===== config.mk =====
export PLATFORM = sky130hd
export DESIGN_NAME = sddf_serializer
export DESIGN_NICKNAME = d
export VERILOG_FILES = /design/src/hw/rtl/assert_macros.svh /design/src/hw/rtl/sddf_pkg.sv /design/src/hw/rtl/sddf_serializer.sv
export SDC_FILE = /design/constraint.sdc
export NUM_CORES = 1
export LEC_CHECK = 0
export BUFFER_PORTS_ARGS = -buffer_cell sky130_fd_sc_hd__buf_4
export CAP_MARGIN = 30
export CELL_PAD_IN_SITES_DETAIL_PLACEMENT = 1
export CELL_PAD_IN_SITES_GLOBAL_PLACEMENT = 1
export CORE_UTILIZATION = 47
export DETAILED_ROUTE_END_ITERATION = 8
export MAX_ROUTING_LAYER = met4
export PLACE_DENSITY = 0.91
export SLEW_MARGIN = 20
export SYNTH_ARGS = -nofsm -noshare
export SYNTH_HDL_FRONTEND = slang
export SYNTH_SLANG_ARGS = --single-unit
export TNS_END_PERCENT = 10

===== constraint.sdc =====
create_clock -name i_clk -period 10.1 [get_ports i_clk]
set_clock_uncertainty 0.1 [all_clocks]
set_input_delay 0.505 -clock i_clk [delete_from_list [all_inputs] [get_ports i_clk]]
set_output_delay 0.505 -clock i_clk [all_outputs]
set_load 0.01 [all_outputs]

===== src/hw/rtl/assert_macros.svh =====
// Assertion macros for the RTL of the decimal display formatter.
// Depends on nothing; included by modules that carry concurrent checks.
`ifndef ASSERT_MACROS_SVH
`define ASSERT_MACROS_SVH

// General form: explicit clock and active-low reset.
`define SDDF_ASSERT_CLK(label, clk, rst_n, prop, msg) \
    label: assert property (@(posedge clk) disable iff (!rst_n) prop) else $error(msg);

// Short form for modules clocked by i_clk with reset i_rst_n.
`define SDDF_ASSERT(label, prop, msg) \
    `SDDF_ASSERT_CLK(label, i_clk, i_rst_n, prop, msg)

`endif


===== src/hw/rtl/sddf_pkg.sv =====
// Package for the signed decimal display formatter: widths, display codes
// and the reciprocal used to divide by ten. No dependencies.
package sddf_pkg;

    localparam int DIGIT_COUNT_DEF = 8;

    localparam int MAG_W   = 32;
    localparam int POINT_W = 8;
    localparam int DIGIT_W = 4;
    localparam int REG_W   = 4;
    localparam int CODE_W  = 8;

    // floor(x / 10) == (x * 0xCCCCCCCD) >> 35 for every 32-bit x.
    localparam logic [MAG_W-1:0] RECIP10     = 32'hCCCC_CCCD;
    localparam int               RECIP_SHIFT = 35;

    localparam logic [CODE_W-1:0] CODE_BLANK       = 8'h0F;
    localparam logic [CODE_W-1:0] CODE_MINUS       = 8'h0A;
    localparam logic [CODE_W-1:0] CODE_POINT       = 8'h80;
    localparam logic [CODE_W-1:0] CODE_POINT_BLANK = 8'h8F;

endpackage


===== src/hw/rtl/sddf_serializer.sv =====
// Write sequencer of the formatter: walks the digit positions of one value, emits
// one register write per cycle unless stalled into an output register. Uses sddf_pkg.
module sddf_serializer #(
    parameter int DIGIT_COUNT = sddf_pkg::DIGIT_COUNT_DEF
) (
    input  logic                                      i_clk,
    input  logic                                      i_rst_n,
    input  logic                                      i_valid,
    output logic                                      o_take,
    input  logic                                      i_neg,
    input  logic [sddf_pkg::POINT_W-1:0]              i_point,
    input  logic [DIGIT_COUNT*sddf_pkg::DIGIT_W-1:0]  i_digits,
    input  logic [DIGIT_COUNT-1:0]                    i_nz,
    output logic                                      o_valid,
    input  logic                                      i_stall,
    output logic [sddf_pkg::REG_W-1:0]                o_digit_register,
    output logic [sddf_pkg::CODE_W-1:0]               o_digit_code,
    output logic                                      o_last
);
    import sddf_pkg::*;

    localparam int POS_W = (DIGIT_COUNT > 1) ? $clog2(DIGIT_COUNT) : 1;
    localparam logic [POS_W-1:0] POS_LAST = POS_W'(DIGIT_COUNT - 1);

    logic                             r_busy;
    logic [POS_W-1:0]                 r_pos;
    logic                             r_extra;
    logic                             r_minus;
    logic                             r_neg;
    logic [POINT_W-1:0]               r_point;
    logic [DIGIT_COUNT*DIGIT_W-1:0]   r_digits;
    logic [DIGIT_COUNT-1:0]           r_nz;

    logic                             r_o_valid;
    logic [REG_W-1:0]                 r_o_reg;
    logic [CODE_W-1:0]                r_o_code;
    logic                             r_o_last;

    logic [POINT_W-1:0]               w_pos8;
    logic                             w_out_free;
    logic                             w_emit;
    logic                             w_load;
    logic [CODE_W-1:0]                w_code;
    logic                             w_go_extra;
    logic                             w_use_minus;
    logic                             w_word_last;

    assign w_pos8     = POINT_W'(r_pos);
    assign w_out_free = !r_o_valid || !i_stall;
    assign w_emit     = r_busy && w_out_free;

    always_comb begin
        w_go_extra  = 1'b0;
        w_use_minus = 1'b0;
        if (r_extra) begin
            w_code = CODE_POINT_BLANK;
        end else if (r_nz[r_pos]) begin
            w_code = {{(CODE_W-DIGIT_W){1'b0}}, r_digits[r_pos*DIGIT_W +: DIGIT_W]};
            if (r_point[r_pos]) begin
                w_code = w_code | CODE_POINT;
            end
        end else if (w_pos8 <= r_point) begin
            w_code     = CODE_BLANK;
            w_go_extra = (w_pos8 == r_point);
        end else if (r_neg && !r_minus) begin
            w_code      = CODE_MINUS;
            w_use_minus = 1'b1;
        end else begin
            w_code = CODE_BLANK;
        end
    end

    assign w_word_last = (r_pos == POS_LAST) && !w_go_extra;
    assign w_load      = !r_busy || (w_emit && w_word_last);
    assign o_take      = w_load;

    always_ff @(posedge i_clk) begin
        if (!i_rst_n) begin
            r_busy    <= 1'b0;
            r_pos     <= '0;
            r_extra   <= 1'b0;
            r_minus   <= 1'b0;
            r_o_valid <= 1'b0;
        end else begin
            if (w_load) begin
                r_busy  <= i_valid;
                r_pos   <= '0;
                r_extra <= 1'b0;
                r_minus <= 1'b0;
            end else if (w_emit) begin
                r_extra <= w_go_extra;
                if (!w_go_extra) begin
                    r_pos <= r_pos + 1'b1;
                end
                if (w_use_minus) begin
                    r_minus <= 1'b1;
                end
            end
            if (w_out_free) begin
                r_o_valid <= w_emit;
            end
        end
    end

    always_ff @(posedge i_clk) begin
        if (w_load) begin
            r_neg    <= i_neg;
            r_point  <= i_point;
            r_digits <= i_digits;
            r_nz     <= i_nz;
        end
        if (w_emit) begin
            r_o_reg  <= REG_W'(r_pos) + REG_W'(1);
            r_o_code <= w_code;
            r_o_last <= w_word_last;
        end
    end

    assign o_valid          = r_o_valid;
    assign o_digit_register = r_o_reg;
    assign o_digit_code     = r_o_code;
    assign o_last           = r_o_last;

endmodule

==> results of run 1 <==
-- kinds of logic after synthesis --
family | Yosys count | share of synthesized area, %
AOI/OAI and AO/OA | 18 | 4.860
adders and majority gates | 5 | 2.336
buffers and inverters | 11 | 2.663
DFF | 66 | 71.40
muxes | 19 | 13.22
other | 1 | 0.1401
and+or+nand+nor | 26 | 5.374
-- power groups by stage --
stage	sequential [mW]	clock (mW)	combinational (mW)
after floorplan	0.337	0	0.0343
final	0.332	0.179	0.0646
after global placement	0.338	0	0.0587
after detailed placement	0.340	0	0.0615
after global routing	0.334	0.194	0.0698
after CTS	0.334	0.181	0.0622
-- registers in the layout, summed over array words and instances (netlist names) --
name              count
r_minus               1
o_digit_code          5
r_point               8
r_extra               1
r_neg                 1
o_last                1
r_digits             32
r_pos                 3
r_nz                  8
r_busy                1
o_digit_register      4
o_valid               1
-- cells in the mapped netlist, types with 2 or more instances --
cell type | number | area (um2)
and2_1 | 2 | 12.51
mux2i_1 | 5 | 50.05
a32o_1 | 2 | 20.02
nor2b_1 | 3 | 18.77
ha_1 | 5 | 62.56
nand3_1 | 2 | 10.01
mux4_2 | 12 | 270.3
or4_4 | 2 | 22.52
buf_4 | 3 | 22.52
nor4_1 | 2 | 12.51
dfxtp_1 | 7 | 140.1
a21oi_1 | 4 | 20.02
nor2_1 | 3 | 11.26
nand2_1 | 9 | 33.78
o22ai_1 | 2 | 12.51
inv_1 | 4 | 15.01
o21ai_0 | 3 | 15.01
edfxtp_1 | 59 | 1772
-- through the flow --
| step | total power [mW] | instance area (um2) | utilization (%) | hold slack [ns] | instances |
|---|---|---|---|---|---|
| CTS | 0.5772 | 3368 | 61.17 | 0.2234 | 293 |
| floorplan | 0.3714 | 2685 | - | 0.3594 | 148 |
| finish | 0.5752 | 3379 | 61.37 | 0.2370 | 294 |
| global route | 0.5970 | 3379 | 61.37 | 0.2168 | 294 |
| global placement | 0.3967 | 3218 | 58.44 | 0.3978 | 278 |
| detailed placement | 0.4014 | 3218 | 58.44 | 0.4065 | 278 |
-- worst max-delay path: cells and delay by family, from the launching register on --
family | cells | cell delay [ns]
and+or+nand+nor | 3 | 0.93
adders and majority gates | 1 | 0.30
DFF | 1 | 0.82
buffers and inverters | 2 | 0.56
AOI/OAI and AO/OA | 1 | 0.08
-- path summary, 6_finish.rpt --
check | startpoint | depth (start not counted) | endpoint | slack (ns)
max reg2reg | r_pos[1] | 6 | r_digits[31] | 7.19
min reg2reg | r_extra | 2 | r_extra | 0.41
min | i_nz[0] | 1 | r_nz[0] | 0.24
max | r_pos[1] | 7 | o_take | 6.42
-- cell type report --
type	instances	area share, %
flip-flops and latches	66	56.57
well taps	72	2.666
multi-input cells	71	21.10
repair buffers	66	14.77
clock buffers	10	3.776
clock inverters	5	0.6664
inverters	4	0.4443
-- metal layers --
layer / track usage (%) / part of all wire (%) / vias to the layer above
met3: 6.588 / 4.7 / 16
li1: - / - / 723
met2: 36.28 / 55 / 59
met5: - / 0 / -
met1: 22.63 / 39 / 755
met4: 8.868 / 2.2 / 0
==> run metrics, run 1 <==
Yosys cell types 35; H-tree depth 3; synth warn 0; async set or reset register ratio after synthesis 0%; Primary FF master, synth edfxtp_1; die height 77.48 um; Port Buf Inserts 64; fin nets 276; final worst-path cycle share 36.41%; clock buffer depth 2; area added between synthesis and finish 26.21%; crit path max fanout 50; PwrDens 170.2 mW/mm2; post-CTS sizing 0; Storage cell area 0.001912 mm2; most common cell after layout, fill and taps aside buf_4; CP Launch Type flip-flop; Routed wire per std cell 18.84 um; CP max stage cell dfxtp_1; initial DRC count 77; clk slew on worst S/H paths 0.07 ns; slack of the critical path 6.423 ns; Syn Std Cell Area 0.002678 mm2; CTS buffer count 9; postcts setup bufs 0; Post-DRT Antenna Nets 0; remaining routing DRC violations 0; layout cells sized above 1 43.24%; Routed WL 5.540 mm; total number of vias 1553; critical path required time 9.50 ns; Finish-stage setup viols 0; internal power 0.4418 mW; Max Clock Freq 272.0 MHz; largest net degree at the start of global routing 51; placed wire-length estimate 3.941 mm; final hold vios 0; die span in x 77.48 um; syn_area_per_cell 18.34 um2; initial core utilization 48.63%; core area 0.005507 mm2; Hold WC Path Type primary input to flip-flop; Place WS 6.500 ns; initial antenna violation count 0; outcome complete, no violations; register area share after synthesis 71.40%; Worst VDD drop 0.1300 mV; RSZ-0062 raised after global routing no; Syn Inst Count 146; critical path class flip-flop to primary output; Seq pwr share 57.7%; CTS tree yes; Least-Margin Pin Slew 0.7694 ns; CP Data Arrival Time 3.07 ns; max-cap violations 0; FILL cells 508; most frequent cells in the layout 65 x buf_4, 59 x edfxtp_1, 12 x mux4_2, 9 x nand2_1, 9 x clkbuf_8; area of the multi-input gates 713.2 um2; Ports 68; vias in the first global route 1698; worst-path cell chain ha_1, nand3_1, or4_4, nor2_1, o21ai_4, buf_4, buf_4; gr usage total 21.16%; first-pass GRT wire length 8.804 mm; switching power 0.1334 mW; Leakage 1.268 nW; Sw Ratio 23.20%; Die ar. 0.006003 mm2; Initial DRT Pass Iterations 5; post-DR vias/cell 5.282; clock group share of total power 31.1%; max-slew headroom at the worst pin 48.63%; CP Capture Type primary output; Core Rows 27; Worst path max stage delay 0.82 ns; flops & latches, synth 66; Sink Count 66; Min Clock Period, post-route 3.677 ns; Slew Viols, Final 0; Diodes inserted 0; number of flops mapped to enable cells by yosys 59; Gate power share 11.2%; grt total ovfl 0; root buf cell clkbuf_8; Placer Congestion 0.7594; CP most frequent cell buf_4; Skew-Pair Late Insertion Delay 0.34 ns; hold-fix buffers at CTS 0; setup TNS 0 ns
Power figures use the tool's default switching activity.
==> run 2: changes to the inputs <==
--- a/config.mk
+++ b/config.mk
@@ -9,10 +9,10 @@
 export CAP_MARGIN = 30
 export CELL_PAD_IN_SITES_DETAIL_PLACEMENT = 1
 export CELL_PAD_IN_SITES_GLOBAL_PLACEMENT = 1
-export CORE_UTILIZATION = 47
+export CORE_UTILIZATION = 39
 export DETAILED_ROUTE_END_ITERATION = 8
 export MAX_ROUTING_LAYER = met4
-export PLACE_DENSITY = 0.91
+export PLACE_DENSITY = 0.82
 export SLEW_MARGIN = 20
 export SYNTH_ARGS = -nofsm -noshare
 export SYNTH_HDL_FRONTEND = slang
==> constraint.sdc (replaced) <==
create_clock -name i_clk -period 3.2 [get_ports i_clk]
set_clock_uncertainty 0.1 [all_clocks]
set_input_delay 0.16 -clock i_clk [delete_from_list [all_inputs] [get_ports i_clk]]
set_output_delay 0.16 -clock i_clk [all_outputs]
set_load 0.01 [all_outputs]
==> run 2 against run 1 <==
Against the previous run: non-clock buffer count grew 59; hold slack lost 0.013 ns; largest cell class unchanged; cell area up 18%; final cell count increased by 22%; via count is 17% higher; the flow now finishes with violations (design-rule violations); total power rose to 3.3 times the previous value.
==> run metrics, run 2 (synthesis gave the netlist of run 1 again) <==
Storage cell area 0.001912 mm2; CP Launch Type flip-flop; Leakage 1.547 nW; die span in x 84.86 um; Least-Margin Pin Slew 0.6201 ns; GR Util met3 3.113%; Worst VDD drop 0.2777 mV; Port Buf Inserts 64; gr usage total 20.45%; Max Clock Freq 338.0 MHz; R2R depth 8; RR Endpoint r_digits[13]; postcts setup bufs 0; RSZ-0062 raised after global routing no; first-pass GRT wire length 10.37 mm; final hold vios 0; root buf cell clkbuf_8; Pwr Total 1.910 mW; final worst-path cycle share 92.44%; R2R Setup Slk 0.47 ns; max FFs per register 32; GRT met2 Usage 33.85%; grt total ovfl 0; vias in the first global route 1988; CP Capture Type primary output; max-cap violations 0; Hold WC Path Type primary input to flip-flop; post-DR vias/cell 5.056; CP Launch Point r_pos[0]; outcome complete, but fails checks; most frequent cells in the layout 70 x buf_4, 59 x edfxtp_1, 53 x dlygate4sd3_1, 12 x mux4_2; critical path required time 2.94 ns; met1 usage 25.05%; Post-DRT Antenna Nets 0; Routed wire per std cell 18.47 um; CTS buffer count 9; largest net degree at the start of global routing 31; fin nets 335; layout cells sized above 1 37.94%; Skew-Pair Late Insertion Delay 0.34 ns; initial antenna violation count 0; CP endpoint o_take; placed wire-length estimate 4.100 mm; area added between synthesis and finish 49.39%; most common cell after layout, fill and taps aside buf_4; Finish-stage setup viols 0; clock buffer depth 2; crit path max fanout 24; H-tree depth 3; core area 0.006495 mm2; Routed WL 6.632 mm; failing checks design-rule violations; Diodes inserted 0; die height 84.86 um; slack of the critical path 0.2418 ns; Place WS 0.4457 ns; setup TNS 0 ns; CP Data Arrival Time 2.70 ns; post-CTS sizing 0; Placer Congestion 0.7776; FILL cells 602; Largest regs r_digits (32), r_nz (8), r_point (8); Reg with most FFs r_digits; CTS tree yes; critical path class flip-flop to primary output; Ports 68; initial core utilization 41.23%; initial DRC count 102; Die ar. 0.007201 mm2; Min Clock Period, post-route 2.958 ns; area of the multi-input gates 713.2 um2; PwrDens 477.5 mW/mm2; Core Rows 29; hold-fix buffers at CTS 53; busiest grt layer met2; total number of vias 1815; Sink Count 66; clk slew on worst S/H paths 0.07 ns; max-slew headroom at the worst pin 58.28%; Initial DRT Pass Iterations 6; remaining routing DRC violations 4; RR Startpoint r_pos[0]; Slew Viols, Final 0
-- run 2: metrics by stage --
stage               utilization [%]  cell area [um2]  hold WS [ns]  instances
finish                        61.59             4000        0.2241        359
global route                  61.59             4000        0.2715        359
CTS                           61.16             3973        0.2064        358
detailed placement            50.53             3282        0.2396        289
global placement              50.53             3282        0.2390        289
floorplan                         -             2696        0.1589        148
-- run 2: power by group --
group | switching (mW) | internal (mW) | leakage (nW)
registers | 0.0288 | 1.02 | 0.638
clock network | 0.317 | 0.271 | 0.0860
logic | 0.113 | 0.163 | 0.823
total | 0.458 | 1.45 | 1.55
-- run 2: critical path, cell delays in order (launching register included) --
cell and delay, ns:
dfxtp_1 0.53, inv_1 0.12, ha_1 0.30, nand3_1 0.10
or4_4 0.53, nor2_1 0.24, o21ai_4 0.17, buf_16 0.20
buf_4 0.15
-- run 2: per-layer routing --
metal  share of wire, %  vias up  wire length, um
met3                3.5       16              229
met1                 42      882             2815
met2                 52       72             3433
met5                  0        -                0
li1                   -      845                -
met4                2.3        0              153
-- run 2: final cells by class --
type,count,area share [%]
Timing Repair Buffer,125,27.59
Sequential cell,66,47.79
Inverter,4,0.3754
Multi-Input combinational cell,71,17.83
Tap cell,77,2.409
Clock inverter,7,0.9071
Clock buffer,9,3.097
-- run 2: worst min-delay path by stage --
stage | start | depth (start not counted) | to
after floorplan | i_digits[0] | 0 | r_digits[0]
after global placement | i_nz[1] | 1 | r_nz[1]
after detailed placement | i_digits[6] | 1 | r_digits[6]
after CTS | i_stall | 4 | r_extra
after global routing | i_stall | 4 | r_extra
final | i_stall | 4 | r_extra
==> run 3: changes to the inputs <==
--- a/config.mk
+++ b/config.mk
@@ -9,8 +9,10 @@
 export CAP_MARGIN = 30
 export CELL_PAD_IN_SITES_DETAIL_PLACEMENT = 1
 export CELL_PAD_IN_SITES_GLOBAL_PLACEMENT = 1
+export CORE_MARGIN = 4
 export CORE_UTILIZATION = 39
 export DETAILED_ROUTE_END_ITERATION = 8
+export GPL_ROUTABILITY_DRIVEN = 0
 export MAX_ROUTING_LAYER = met4
 export PLACE_DENSITY = 0.82
 export SLEW_MARGIN = 20
==> run 3 against run 2 <==
Against the previous run: the flow now finishes without violations; routed wire length barely moved; register-to-register slack improved by 0.29 ns; clock-buffer cell count did not move; critical endpoint unchanged; highest routed layer unchanged.
==> run metrics, run 3 (synthesis gave the netlist of run 1 again) <==
Hold WC Path Type primary input to flip-flop; initial antenna violation count 0; CP max stage cell or4_4; first-pass GRT wire length 10.63 mm; H-tree depth 3; RSZ-0062 raised after global routing no; Skew-Pair Late Insertion Delay 0.34 ns; Diodes inserted 0; hold_sp i_stall; R2R Setup Slk 0.76 ns; postcts setup bufs 0; area added between synthesis and finish 51.40%; outcome complete, no violations; largest net degree at the start of global routing 51; Slew Viols, Final 0; Leakage 1.561 nW; clk slew on worst S/H paths 0.07 ns; grt total ovfl 0; R2R depth 7; Min Clock Period, post-route 2.850 ns; Least-Margin Pin Slew 0.5642 ns; Util after Layout 62.42%; Non-Filler Instances 355; Pwr Total 2.243 mW; final hold slack 0.004072 ns; Routed wire per std cell 18.66 um; Core Rows 29; FILL cells 589; Worst path max stage delay 0.53 ns; gr usage total 17.56%; Worst Hold Path EP o_valid; CTS buffer count 9; final hold vios 0; total number of vias 1782; most frequent cells in the layout 68 x buf_4, 59 x edfxtp_1, 52 x dlygate4sd3_1, 12 x mux4_2; initial core utilization 41.23%; critical path class flip-flop to primary output; Die ar. 0.008256 mm2; Sink Count 66; die height 90.86 um; worst-path cell chain inv_1, ha_1, nand3_1, or4_4, nor2_1, o21ai_4, buf_12, buf_4; worst path bufs/invs 3; crit path max fanout 50; WHS Path Cells 3; max-slew headroom at the worst pin 62.29%; max-cap violations 0; CTS tree yes; Finish-stage setup viols 0; root buf cell clkbuf_8; RR Endpoint r_point[1]; Max Clock Freq 350.9 MHz; Worst VDD drop 0.3783 mV; setup TNS 0 ns; CP Data Arrival Time 2.59 ns; Largest regs r_digits (32), r_nz (8), r_point (8); clock buffer depth 2; placed wire-length estimate 4.357 mm; PwrDens 553.3 mW/mm2; final worst-path cycle share 89.06%; layout cells sized above 1 38.13%; Top Family by Delay on Critical Path simple AND/OR/NAND/NOR gates; die span in x 90.86 um; CP Capture Type primary output; CP Launch Point r_pos[0]; Port Buf Inserts 64; RR Startpoint r_pos[0]; remaining routing DRC violations 0; Routed WL 6.626 mm; Post-DRT Antenna Nets 0; initial DRC count 86; Initial DRT Pass Iterations 4; fin nets 331; Ports 68; placed cell count 287; most common cell after layout, fill and taps aside buf_4; Reg with most FFs r_digits; CP Launch Type flip-flop; max FFs per register 32; core area 0.006495 mm2; critical path required time 2.94 ns; post-DR vias/cell 5.020; vias in the first global route 2051
==> run 3: how the worst max path moves through the flow <==
stage / to / slack (ns) / cells after the start
after floorplan: r_digits[0] / 0.49 / 8
after global placement: o_take / 0.64 / 8
after detailed placement: o_take / 0.53 / 8
after CTS: o_take / 0.17 / 8
after global routing: o_take / 0.20 / 8
final: o_take / 0.35 / 8
==> run 3: metrics by stage <==
stage / setup slack [ns] / area, um2
global placement: 0.6360 / 3267
CTS: 0.1699 / 4053
finish: 0.3500 / 4054
floorplan: 0.4901 / 2696
detailed placement: 0.5310 / 3267
global route: 0.1991 / 4054
==> run 3: layer usage <==
metal	vias up	wire [um]	track usage, %
met1	885	2664	19.95
met4	0	159	8.668
met5	-	0	-
met2	50	3584	30.33
met3	14	217	2.583
li1	833	-	-
==> run 3: report_power, final <==
| part | switching (mW) | internal [mW] | leakage, nW |
|---|---|---|---|
| combinational | 0.110 | 0.155 | 0.794 |
| clock | 0.336 | 0.596 | 0.129 |
| sequential | 0.0286 | 1.02 | 0.639 |
==> run 3: layout make-up <==
| cell class | count | area, um2 | area share (%) |
|---|---|---|---|
| Inverter | 4 | 15.01 | 0.3704 |
| Multi-Input combinational cell | 71 | 713.2 | 17.59 |
| Clock inverter | 7 | 141.4 | 3.488 |
| Timing Repair Buffer | 121 | 1051 | 25.93 |
| Clock buffer | 9 | 123.9 | 3.056 |
| Tap cell | 77 | 96.34 | 2.377 |
| Sequential cell | 66 | 1913 | 47.19 |
==> run 3: repair_timing <==
| item | CTS | global route |
|---|---|---|
| hold buffers | 52 | 0 |
| gates resized for setup | 0 | 1 |
| hold endpoints to repair | 51 | 0 |
| setup endpoints to repair | 0 | 1 |
==> run 3: worst register-to-register path, cell delays in order (launching register included) <==
cell and delay (ns):
dfxtp_2 0.47, inv_1 0.10, ha_1 0.29, nand3_1 0.11, or4_4 0.54, nor2_1 0.24
o21ai_4 0.10, buf_12 0.19
